--- src/rtl/rcdsar_pkg.sv ---
`default_nettype none
package rcdsar_pkg;

	localparam int SENSOR_COUNT = 8;
	localparam int NSENS = (SENSOR_COUNT > 8) ? 8 : ((SENSOR_COUNT < 1) ? 1 : SENSOR_COUNT);
	localparam int IDX_W = (NSENS > 1) ? $clog2(NSENS) : 1;

	localparam logic [2:0] PH_IDLE       = 3'd0;
	localparam logic [2:0] PH_SETTLE_ON  = 3'd1;
	localparam logic [2:0] PH_CHARGE     = 3'd2;
	localparam logic [2:0] PH_CAPTURE    = 3'd3;
	localparam logic [2:0] PH_SETTLE_OFF = 3'd4;

	localparam logic MODE_START = 1'b0;
	localparam logic MODE_TICK  = 1'b1;

	localparam logic [1:0] EM_OFF  = 2'd0;
	localparam logic [1:0] EM_ON   = 2'd1;
	localparam logic [1:0] EM_READ = 2'd2;

	localparam logic KIND_STATUS  = 1'b0;
	localparam logic KIND_READING = 1'b1;

	localparam logic [2:0] CFG_MAX_VALUE      = 3'd0;
	localparam logic [2:0] CFG_CUT_VALUE      = 3'd1;
	localparam logic [2:0] CFG_CHARGE_TICKS   = 3'd2;
	localparam logic [2:0] CFG_SETTLE_TICKS   = 3'd3;
	localparam logic [2:0] CFG_EMITTER_FITTED = 3'd4;
	localparam logic [2:0] CFG_EMITTER_HIGH   = 3'd5;

	typedef struct packed {
		logic       step;
		logic       load_reading;
		logic       load_status;
		logic [2:0] idx;
	} rcdsar_cmd_t;

	typedef struct packed {
		logic capture_end;
	} rcdsar_stat_t;

endpackage
`default_nettype wire

--- src/rtl/rcdsar_in_if.sv ---
`default_nettype none
interface rcdsar_in_if;
	logic       valid;
	logic       ready;
	logic       mode;
	logic [1:0] emitter_mode;
	logic [7:0] pin_levels;

	modport source (output valid, output mode, output emitter_mode, output pin_levels,
		input ready);
	modport sink (input valid, input mode, input emitter_mode, input pin_levels,
		output ready);
endinterface
`default_nettype wire

--- src/rtl/rcdsar_out_if.sv ---
`default_nettype none
interface rcdsar_out_if;
	logic        valid;
	logic        ready;
	logic        kind;
	logic        busy_res;
	logic        charge_drive;
	logic        emitter_pin;
	logic [2:0]  sensor_index;
	logic [15:0] sensor_value;
	logic        object_present;
	logic        previous_present;
	logic        last;

	modport source (output valid, output kind, output busy_res, output charge_drive,
		output emitter_pin, output sensor_index, output sensor_value,
		output object_present, output previous_present, output last, input ready);
	modport sink (input valid, input kind, input busy_res, input charge_drive,
		input emitter_pin, input sensor_index, input sensor_value,
		input object_present, input previous_present, input last, output ready);
endinterface
`default_nettype wire

--- src/rtl/rc_discharge_sensor_array_reader.sv ---
// RC-discharge reflectance sensor array reader.
// req carries start items (mode 0, with emitter_mode) and 1 us tick items
// (mode 1, with the sampled pin levels). res carries the results of each item:
// a tick that ends the capture gives one reading per sensor (index 0 first)
// followed by a status; every other item gives only a status. The status, with
// last set, is always the final result of an item.
// Results are registered: an accepted item moves the sequencer state to the
// readout or status step, which loads the output register; results then follow
// one per cycle while res is ready. req is taken again once the status is in the
// output register, so a new item can enter while the status still waits to be
// taken. When res stalls, the output register holds its item and the readout
// waits. Configuration is written through wr_en / wr_index / wr_data; the user
// must write it only while idle, which the block itself does not enforce. Reset
// puts the configuration registers at their defaults, the sequence idle with the
// emitter off, and clears the presence bits; res shows nothing until an item.
`default_nettype none
module rc_discharge_sensor_array_reader
	import rcdsar_pkg::*;
(
	input  wire logic        clk,
	input  wire logic        arst_n,
	input  wire logic        wr_en,
	input  wire logic [2:0]  wr_index,
	input  wire logic [15:0] wr_data,
	rcdsar_in_if.sink        req,
	rcdsar_out_if.source     res
);

	rcdsar_cmd_t  cmd;
	rcdsar_stat_t stat;

	rcdsar_ctrl u_ctrl (
		.clk       (clk),
		.arst_n    (arst_n),
		.req_valid (req.valid),
		.req_ready (req.ready),
		.res_valid (res.valid),
		.res_ready (res.ready),
		.stat      (stat),
		.cmd       (cmd)
	);

	rcdsar_datapath u_dp (
		.clk              (clk),
		.arst_n           (arst_n),
		.wr_en            (wr_en),
		.wr_index         (wr_index),
		.wr_data          (wr_data),
		.mode             (req.mode),
		.emitter_mode     (req.emitter_mode),
		.pin_levels       (req.pin_levels),
		.cmd              (cmd),
		.stat             (stat),
		.kind             (res.kind),
		.busy_res         (res.busy_res),
		.charge_drive     (res.charge_drive),
		.emitter_pin      (res.emitter_pin),
		.sensor_index     (res.sensor_index),
		.sensor_value     (res.sensor_value),
		.object_present   (res.object_present),
		.previous_present (res.previous_present),
		.last             (res.last)
	);

endmodule
`default_nettype wire

--- src/rtl/rcdsar_ctrl.sv ---
`default_nettype none
module rcdsar_ctrl
	import rcdsar_pkg::*;
(
	input  wire logic         clk,
	input  wire logic         arst_n,
	input  wire logic         req_valid,
	output logic              req_ready,
	output logic              res_valid,
	input  wire logic         res_ready,
	input  wire rcdsar_stat_t stat,
	output rcdsar_cmd_t       cmd
);

	localparam logic [1:0] ST_IDLE = 2'd0;
	localparam logic [1:0] ST_READ = 2'd1;
	localparam logic [1:0] ST_STAT = 2'd2;

	logic [1:0] state_q, state_d;
	logic [2:0] idx_q, idx_d;
	logic       ov_q;
	logic       accept;
	logic       slot_free;

	assign req_ready = (state_q == ST_IDLE);
	assign accept    = req_valid && req_ready;
	assign slot_free = !ov_q || res_ready;
	assign res_valid = ov_q;

	always_comb begin
		cmd.step         = accept;
		cmd.load_reading = (state_q == ST_READ) && slot_free;
		cmd.load_status  = (state_q == ST_STAT) && slot_free;
		cmd.idx          = idx_q;
	end

	always_comb begin
		state_d = state_q;
		idx_d   = idx_q;
		case (state_q)
			ST_IDLE: begin
				if (accept) begin
					idx_d   = 3'd0;
					state_d = stat.capture_end ? ST_READ : ST_STAT;
				end
			end
			ST_READ: begin
				if (slot_free) begin
					if (idx_q == 3'(NSENS - 1)) begin
						state_d = ST_STAT;
					end else begin
						idx_d = idx_q + 3'd1;
					end
				end
			end
			ST_STAT: begin
				if (slot_free) begin
					state_d = ST_IDLE;
				end
			end
			default: state_d = ST_IDLE;
		endcase
	end

	always_ff @(posedge clk or negedge arst_n) begin
		if (!arst_n) begin
			state_q <= ST_IDLE;
			idx_q   <= 3'd0;
			ov_q    <= 1'b0;
		end else begin
			state_q <= state_d;
			idx_q   <= idx_d;
			if (cmd.load_reading || cmd.load_status) begin
				ov_q <= 1'b1;
			end else if (res_ready) begin
				ov_q <= 1'b0;
			end
		end
	end

endmodule
`default_nettype wire

--- src/rtl/rcdsar_datapath.sv ---
`default_nettype none
module rcdsar_datapath
	import rcdsar_pkg::*;
(
	input  wire logic         clk,
	input  wire logic         arst_n,
	input  wire logic         wr_en,
	input  wire logic [2:0]   wr_index,
	input  wire logic [15:0]  wr_data,
	input  wire logic         mode,
	input  wire logic [1:0]   emitter_mode,
	input  wire logic [7:0]   pin_levels,
	input  wire rcdsar_cmd_t  cmd,
	output rcdsar_stat_t      stat,
	output logic              kind,
	output logic              busy_res,
	output logic              charge_drive,
	output logic              emitter_pin,
	output logic [2:0]        sensor_index,
	output logic [15:0]       sensor_value,
	output logic              object_present,
	output logic              previous_present,
	output logic              last
);

	// configuration
	logic [15:0] max_value_q;
	logic [15:0] cut_value_q;
	logic [7:0]  charge_ticks_q;
	logic [9:0]  settle_ticks_q;
	logic        fitted_q;
	logic        active_high_q;

	// sequence state
	logic [2:0]  phase_q, phase_d;
	logic [9:0]  count_q, count_d;
	logic [15:0] elapsed_q, elapsed_d;
	logic [1:0]  em_q, em_d;
	logic        lit_q, lit_d;
	logic [7:0]  pres_q, pres_d;
	logic [7:0]  prev_q, prev_d;
	logic [15:0] cap_q [NSENS];
	logic [15:0] cap_d [NSENS];

	logic [9:0]  count_inc;
	logic [15:0] elapsed_inc;
	logic        settle_on;
	logic        pin_now;
	logic [15:0] rd_value;
	logic        rd_pres;

	// output register
	logic        kind_q, busy_q, charge_q, pin_q, opres_q, oprev_q, last_q;
	logic [2:0]  sidx_q;
	logic [15:0] sval_q;

	assign count_inc   = count_q + 10'd1;
	assign elapsed_inc = (elapsed_q != 16'hFFFF) ? elapsed_q + 16'd1 : elapsed_q;
	assign settle_on   = fitted_q && (settle_ticks_q != 10'd0);
	assign pin_now     = fitted_q && (lit_q ? active_high_q : !active_high_q);

	assign stat.capture_end = (mode == MODE_TICK) && (phase_q == PH_CAPTURE)
		&& (elapsed_inc >= max_value_q);

	always_comb begin
		phase_d   = phase_q;
		count_d   = count_q;
		elapsed_d = elapsed_q;
		em_d      = em_q;
		lit_d     = lit_q;
		pres_d    = pres_q;
		prev_d    = prev_q;
		for (int i = 0; i < NSENS; i++) begin
			cap_d[i] = cap_q[i];
		end
		if (cmd.step) begin
			if (mode == MODE_START) begin
				if (phase_q == PH_IDLE) begin
					em_d   = emitter_mode;
					lit_d  = (emitter_mode == EM_ON) || (emitter_mode == EM_READ);
					prev_d = pres_q;
					pres_d = 8'd0;
					for (int i = 0; i < NSENS; i++) begin
						cap_d[i] = max_value_q;
					end
					count_d = 10'd0;
					if (settle_on) begin
						phase_d = PH_SETTLE_ON;
					end else if (charge_ticks_q == 8'd0) begin
						phase_d   = PH_CAPTURE;
						elapsed_d = 16'd0;
					end else begin
						phase_d = PH_CHARGE;
					end
				end
			end else begin
				case (phase_q)
					PH_SETTLE_ON: begin
						count_d = count_inc;
						if (count_inc >= settle_ticks_q) begin
							count_d = 10'd0;
							if (charge_ticks_q == 8'd0) begin
								phase_d   = PH_CAPTURE;
								elapsed_d = 16'd0;
							end else begin
								phase_d = PH_CHARGE;
							end
						end
					end
					PH_CHARGE: begin
						count_d = count_inc;
						if (count_inc >= {2'b00, charge_ticks_q}) begin
							phase_d   = PH_CAPTURE;
							elapsed_d = 16'd0;
						end
					end
					PH_CAPTURE: begin
						for (int i = 0; i < NSENS; i++) begin
							if (!pin_levels[i] && (elapsed_q < cap_q[i])) begin
								cap_d[i] = elapsed_q;
							end
						end
						elapsed_d = elapsed_inc;
						if (stat.capture_end) begin
							phase_d = PH_IDLE;
							if (em_q == EM_READ) begin
								lit_d = 1'b0;
								if (settle_on) begin
									phase_d = PH_SETTLE_OFF;
									count_d = 10'd0;
								end
							end
						end
					end
					PH_SETTLE_OFF: begin
						count_d = count_inc;
						if (count_inc >= settle_ticks_q) begin
							phase_d = PH_IDLE;
						end
					end
					default: phase_d = PH_IDLE;
				endcase
			end
		end
		if (cmd.load_reading) begin
			pres_d[cmd.idx] = rd_pres;
		end
	end

	assign rd_value = cap_q[cmd.idx[IDX_W-1:0]];
	assign rd_pres  = (rd_value < max_value_q) && (rd_value < cut_value_q);

	always_ff @(posedge clk or negedge arst_n) begin
		if (!arst_n) begin
			max_value_q    <= 16'd3000;
			cut_value_q    <= 16'd1000;
			charge_ticks_q <= 8'd10;
			settle_ticks_q <= 10'd200;
			fitted_q       <= 1'b1;
			active_high_q  <= 1'b1;
			phase_q        <= PH_IDLE;
			count_q        <= 10'd0;
			elapsed_q      <= 16'd0;
			em_q           <= EM_OFF;
			lit_q          <= 1'b0;
			pres_q         <= 8'd0;
			prev_q         <= 8'd0;
		end else begin
			if (wr_en) begin
				case (wr_index)
					CFG_MAX_VALUE:      max_value_q    <= wr_data;
					CFG_CUT_VALUE:      cut_value_q    <= wr_data;
					CFG_CHARGE_TICKS:   charge_ticks_q <= wr_data[7:0];
					CFG_SETTLE_TICKS:   settle_ticks_q <= wr_data[9:0];
					CFG_EMITTER_FITTED: fitted_q       <= wr_data[0];
					CFG_EMITTER_HIGH:   active_high_q  <= wr_data[0];
					default: ;
				endcase
			end
			phase_q   <= phase_d;
			count_q   <= count_d;
			elapsed_q <= elapsed_d;
			em_q      <= em_d;
			lit_q     <= lit_d;
			pres_q    <= pres_d;
			prev_q    <= prev_d;
		end
	end

	// capture lanes, written at every start before any readout
	always_ff @(posedge clk) begin
		for (int i = 0; i < NSENS; i++) begin
			cap_q[i] <= cap_d[i];
		end
	end

	always_ff @(posedge clk) begin
		if (cmd.load_reading || cmd.load_status) begin
			busy_q   <= (phase_q != PH_IDLE);
			charge_q <= (phase_q == PH_CHARGE);
			pin_q    <= pin_now;
			if (cmd.load_reading) begin
				kind_q  <= KIND_READING;
				sidx_q  <= cmd.idx;
				sval_q  <= rd_value;
				opres_q <= rd_pres;
				oprev_q <= prev_q[cmd.idx];
				last_q  <= 1'b0;
			end else begin
				kind_q  <= KIND_STATUS;
				sidx_q  <= 3'd0;
				sval_q  <= 16'd0;
				opres_q <= 1'b0;
				oprev_q <= 1'b0;
				last_q  <= 1'b1;
			end
		end
	end

	assign kind             = kind_q;
	assign busy_res         = busy_q;
	assign charge_drive     = charge_q;
	assign emitter_pin      = pin_q;
	assign sensor_index     = sidx_q;
	assign sensor_value     = sval_q;
	assign object_present   = opres_q;
	assign previous_present = oprev_q;
	assign last             = last_q;

endmodule
`default_nettype wire

--- src/flat_wrapper.sv ---
// flat-port wrapper written by rule: the top's interface ports become plain ports
module rc_discharge_sensor_array_reader_flat import rcdsar_pkg::*;
  (clk, arst_n, wr_en, wr_index, wr_data, req_valid, req_mode, req_emitter_mode, req_pin_levels, req_ready, res_valid, res_kind, res_busy_res, res_charge_drive, res_emitter_pin, res_sensor_index, res_sensor_value, res_object_present, res_previous_present, res_last, res_ready);
  rcdsar_in_if req_i ();
  rcdsar_out_if res_i ();
  input  wire logic clk;
  input  wire logic arst_n;
  input  wire logic wr_en;
  input  wire logic [2:0] wr_index;
  input  wire logic [15:0] wr_data;
  input wire logic [$bits(req_i.valid)-1:0] req_valid;
  input wire logic [$bits(req_i.mode)-1:0] req_mode;
  input wire logic [$bits(req_i.emitter_mode)-1:0] req_emitter_mode;
  input wire logic [$bits(req_i.pin_levels)-1:0] req_pin_levels;
  output wire logic [$bits(req_i.ready)-1:0] req_ready;
  output wire logic [$bits(res_i.valid)-1:0] res_valid;
  output wire logic [$bits(res_i.kind)-1:0] res_kind;
  output wire logic [$bits(res_i.busy_res)-1:0] res_busy_res;
  output wire logic [$bits(res_i.charge_drive)-1:0] res_charge_drive;
  output wire logic [$bits(res_i.emitter_pin)-1:0] res_emitter_pin;
  output wire logic [$bits(res_i.sensor_index)-1:0] res_sensor_index;
  output wire logic [$bits(res_i.sensor_value)-1:0] res_sensor_value;
  output wire logic [$bits(res_i.object_present)-1:0] res_object_present;
  output wire logic [$bits(res_i.previous_present)-1:0] res_previous_present;
  output wire logic [$bits(res_i.last)-1:0] res_last;
  input wire logic [$bits(res_i.ready)-1:0] res_ready;
  assign req_i.valid = req_valid;
  assign req_i.mode = req_mode;
  assign req_i.emitter_mode = req_emitter_mode;
  assign req_i.pin_levels = req_pin_levels;
  assign req_ready = req_i.ready;
  assign res_valid = res_i.valid;
  assign res_kind = res_i.kind;
  assign res_busy_res = res_i.busy_res;
  assign res_charge_drive = res_i.charge_drive;
  assign res_emitter_pin = res_i.emitter_pin;
  assign res_sensor_index = res_i.sensor_index;
  assign res_sensor_value = res_i.sensor_value;
  assign res_object_present = res_i.object_present;
  assign res_previous_present = res_i.previous_present;
  assign res_last = res_i.last;
  assign res_i.ready = res_ready;
  rc_discharge_sensor_array_reader u_core (.clk(clk), .arst_n(arst_n), .wr_en(wr_en), .wr_index(wr_index), .wr_data(wr_data), .req(req_i), .res(res_i));
endmodule
--- config.mk ---
export PLATFORM = sky130hd
export DESIGN_NAME = rc_discharge_sensor_array_reader_flat
export DESIGN_NICKNAME = d
export VERILOG_FILES = /design/src/rtl/rcdsar_pkg.sv /design/src/rtl/rcdsar_in_if.sv /design/src/rtl/rcdsar_out_if.sv /design/src/rtl/rc_discharge_sensor_array_reader.sv /design/src/rtl/rcdsar_ctrl.sv /design/src/rtl/rcdsar_datapath.sv /design/src/flat_wrapper.sv
export SDC_FILE = /design/constraint.sdc
export NUM_CORES = 1
export LEC_CHECK = 0
export BUFFER_PORTS_ARGS = -buffer_cell sky130_fd_sc_hd__buf_2
export CORE_ASPECT_RATIO = 2
export CORE_MARGIN = 2
export CORE_UTILIZATION = 42
export DETAILED_ROUTE_END_ITERATION = 10
export GPL_TIMING_DRIVEN = 0
export MAX_ROUTING_LAYER = met4
export PLACE_DENSITY_LB_ADDON = 0.2
export SYNTH_ARGS = -nofsm -noshare
export SYNTH_HDL_FRONTEND = slang
export SYNTH_SLANG_ARGS = --single-unit
--- constraint.sdc ---
create_clock -name clk -period 8.6 [get_ports clk]
set_clock_uncertainty 0.1 [all_clocks]
set_input_delay 1.29 -clock clk [delete_from_list [all_inputs] [get_ports clk]]
set_output_delay 1.29 -clock clk [all_outputs]
set_load 0.02 [all_outputs]
==> out/metrics.cfg <==
[run_status]
status=finished clean

[logic_synthesis]
synthTopCellsByCount=ha_1 (188), inv_1 (179), edfxtp_1 (154)
ys_ff_latch=260
syn_inst=1494
ys_types=72
yosysSeqAreaShare=0.4642
synth_top_cell_by_area=edfxtp_1
yosys_warnings=0
yosysMostFrequentCell=ha_1
synth.avg_cell_area_sq_um=10.53
ys_top_cells_by_area=edfxtp_1 (29%), ha_1 (15%), dfrtp_1 (14%)
postSynth.topFlopCell=edfxtp_1
synth_top_area_share=0.2940
mappedNetlistNets=1717
synth_edf_count=154
ys_async_sr_fraction=0.4077
syn_area_sq_um=15730

[global_routing]
grt_max_degree=69
antenna_found_initial=0
grt_pass1_wl_microns=77080
grt_use_met2=0.5056
gr-total-overflow=0
use_met3=0.02451
grt_usage=0.2764
grt_pass1_vias=12710
grtUsageMet1=0.2459
top_usage_layer=met2

[floorplanning]
num_rows=100
die_w_microns=140.8
die_area_sq_um=39110
io_pins=63
die_height_microns=277.7
coreArea_sq_um=37040
initial_core_util=0.4247

[placement]
dpl_worst_slack_ps=2720
place_congestion=0.9589
postPlaceCellArea_sq_um=16810
io_buffers=62
hpwl_microns=41030

[critical_path]
path_class=register to register
path_max_fanout=10
worstPathRequired_ps=8890
arrival_ps=6320
crit_path_end_kind=register
start_kind=register

[power_and_ir_drop]
vdd_drop_max_uv=203.1
p_per_area_nw_per_um2=206.8
p_leak_uw=0.008033
fin_total_pwr_uw=3646

[layout]
drive_gt1_frac=0.1343
n_antenna_cell=0
final_util=0.4760
design_area_sq_um=17630
finalNetCount=1812
synthToLayoutAreaGrowth_pct=12.08

[route]
route.detailed.drc=0
via_per_inst=5.916
drt_iter0_drc=714
drtAntennaViolNets=0
avgRoutedWirePerCell_microns=25.38
wl_microns=52460
vias=12230
first_pass_iters=5

[cts]
cts_sinks=260
cts_tree=built
post_cts_buffers=0
cts_root_buffer=clkbuf_16
post_cts_resized=0
cts_max_path_buffers=3
htreeDepth=1
clock_latency_ps=550
cts_made_buffers=25
clk_pin_slew_ps=70
cts.hold.buffers_added=0

[timing]
drv_slew=0
setup_slack_ps=2568
finalCritPeriodShare=0.7013
setup_viol=0
fmax_mhz=165.8
period_minus_slack_ps=6032
setup_tns_ps=0
slew_headroom=0.04723
tightest_slew_ps=1414
rsz0062_at_grt=false
hold_violations=0

[job]
cap_viol_max_count=0

[min_path]
hp-class=register to register

## area by class of cell
class                   count  area (sq um)
plain buffers              54         249.0
clock buffers              31         648.1
clock inverters            15         173.9
fillers                  3488         19410
inverters                 179         671.9
multi-input cells        1001          7597
flip-flops and latches    260          7302
well taps                 459         574.3
repair buffers             68         412.9
## state kept, by name (all words and copies together) (netlist names), 2 cells and up
register and flops:
u_core.u_dp.elapsed_q 16, u_core.u_ctrl.idx_q 3, u_core.u_dp.prev_q 8, u_core.u_dp.sensor_index 3, u_core.u_dp.sensor_value 16, u_core.u_dp.charge_ticks_q 8, u_core.u_dp.max_value_q 16, u_core.u_dp.cap_q 128
u_core.u_dp.pres_q 8, u_core.u_dp.phase_q 3, u_core.u_dp.settle_ticks_q 10, u_core.u_ctrl.state_q 2, u_core.u_dp.cut_value_q 16, u_core.u_dp.em_q 2, u_core.u_dp.count_q 10
## power by group
part / switching [uW] / internal, uW / leakage [uW]
logic: 577 / 295 / 0.00486
clock network: 505 / 634 / 0.000403
registers: 91.0 / 1540 / 0.00277
## layer usage
| layer | wire length (microns) | up-vias |
|---|---|---|
| li1 | - | 5607 |
| met1 | 16260 | 5973 |
| met2 | 28120 | 429 |
| met3 | 1998 | 220 |
| met4 | 6090 | 0 |
| met5 | 0 | - |
## worst max-delay path, cell delays in order, from the launching register on
cell	delay, ps
dfrtp_1	430
buf_6	250
clkbuf_1	570
clkbuf_1	810
clkbuf_1	660
a31oi_1	170
o22ai_1	750
ha_1	380
nand4_1	130
nor3_1	100
o21ai_1	140
o31ai_1	110
or4_1	470
or4_1	540
buf_6	180
nor2_1	90
## logic make-up after synthesis
| family | share of synthesized area |
|---|---|
| xor+xnor | 0.01114 |
| fa+ha+maj | 0.1496 |
| simple gates | 0.1137 |
| buf+inv | 0.05855 |
| compound gates | 0.1513 |
| mux | 0.05155 |
| flops | 0.4642 |
## path summary, 6_finish.rpt
kind,from,end,slack [ps],depth (start not counted)
worst min-delay path,u_core.u_dp.em_q[1],u_core.u_dp.em_q[1],400,1
max in group asynchronous,arst_n,u_core.u_dp.charge_ticks_q[3],7010,2
worst max register to register,u_core.u_ctrl.idx_q[1],u_core.u_dp.object_present,2570,15
worst min register to register,u_core.u_dp.em_q[1],u_core.u_dp.em_q[1],400,1
min in group asynchronous,arst_n,u_core.u_dp.settle_ticks_q[0],620,1
worst max-delay path,u_core.u_ctrl.idx_q[1],u_core.u_dp.object_present,2570,15
## placed cells by master (no fill, tap or decap), types with 21 or more instances in the layout
cell	count
ha_1	188
inv_1	179
edfxtp_1	154
nand2_1	141
o21ai_0	128
dfrtp_1	86
buf_2	68
a21oi_1	55
a21o_1	47
nor2_1	46
clkbuf_1	43
nand3_1	41
mux2_2	36
clkbuf_16	25
and2_1	21
## metrics by stage
step,std cells,hold slack (ps)
3_3_place_gp,2015,381.9
3_5_place_dp,2021,387.5
4_1_cts,2067,401.7
2_1_floorplan,1494,372.7
6_report,2067,401.3
5_1_grt,2067,418.6
No activity file was read; power rests on OpenSTA's default activity.
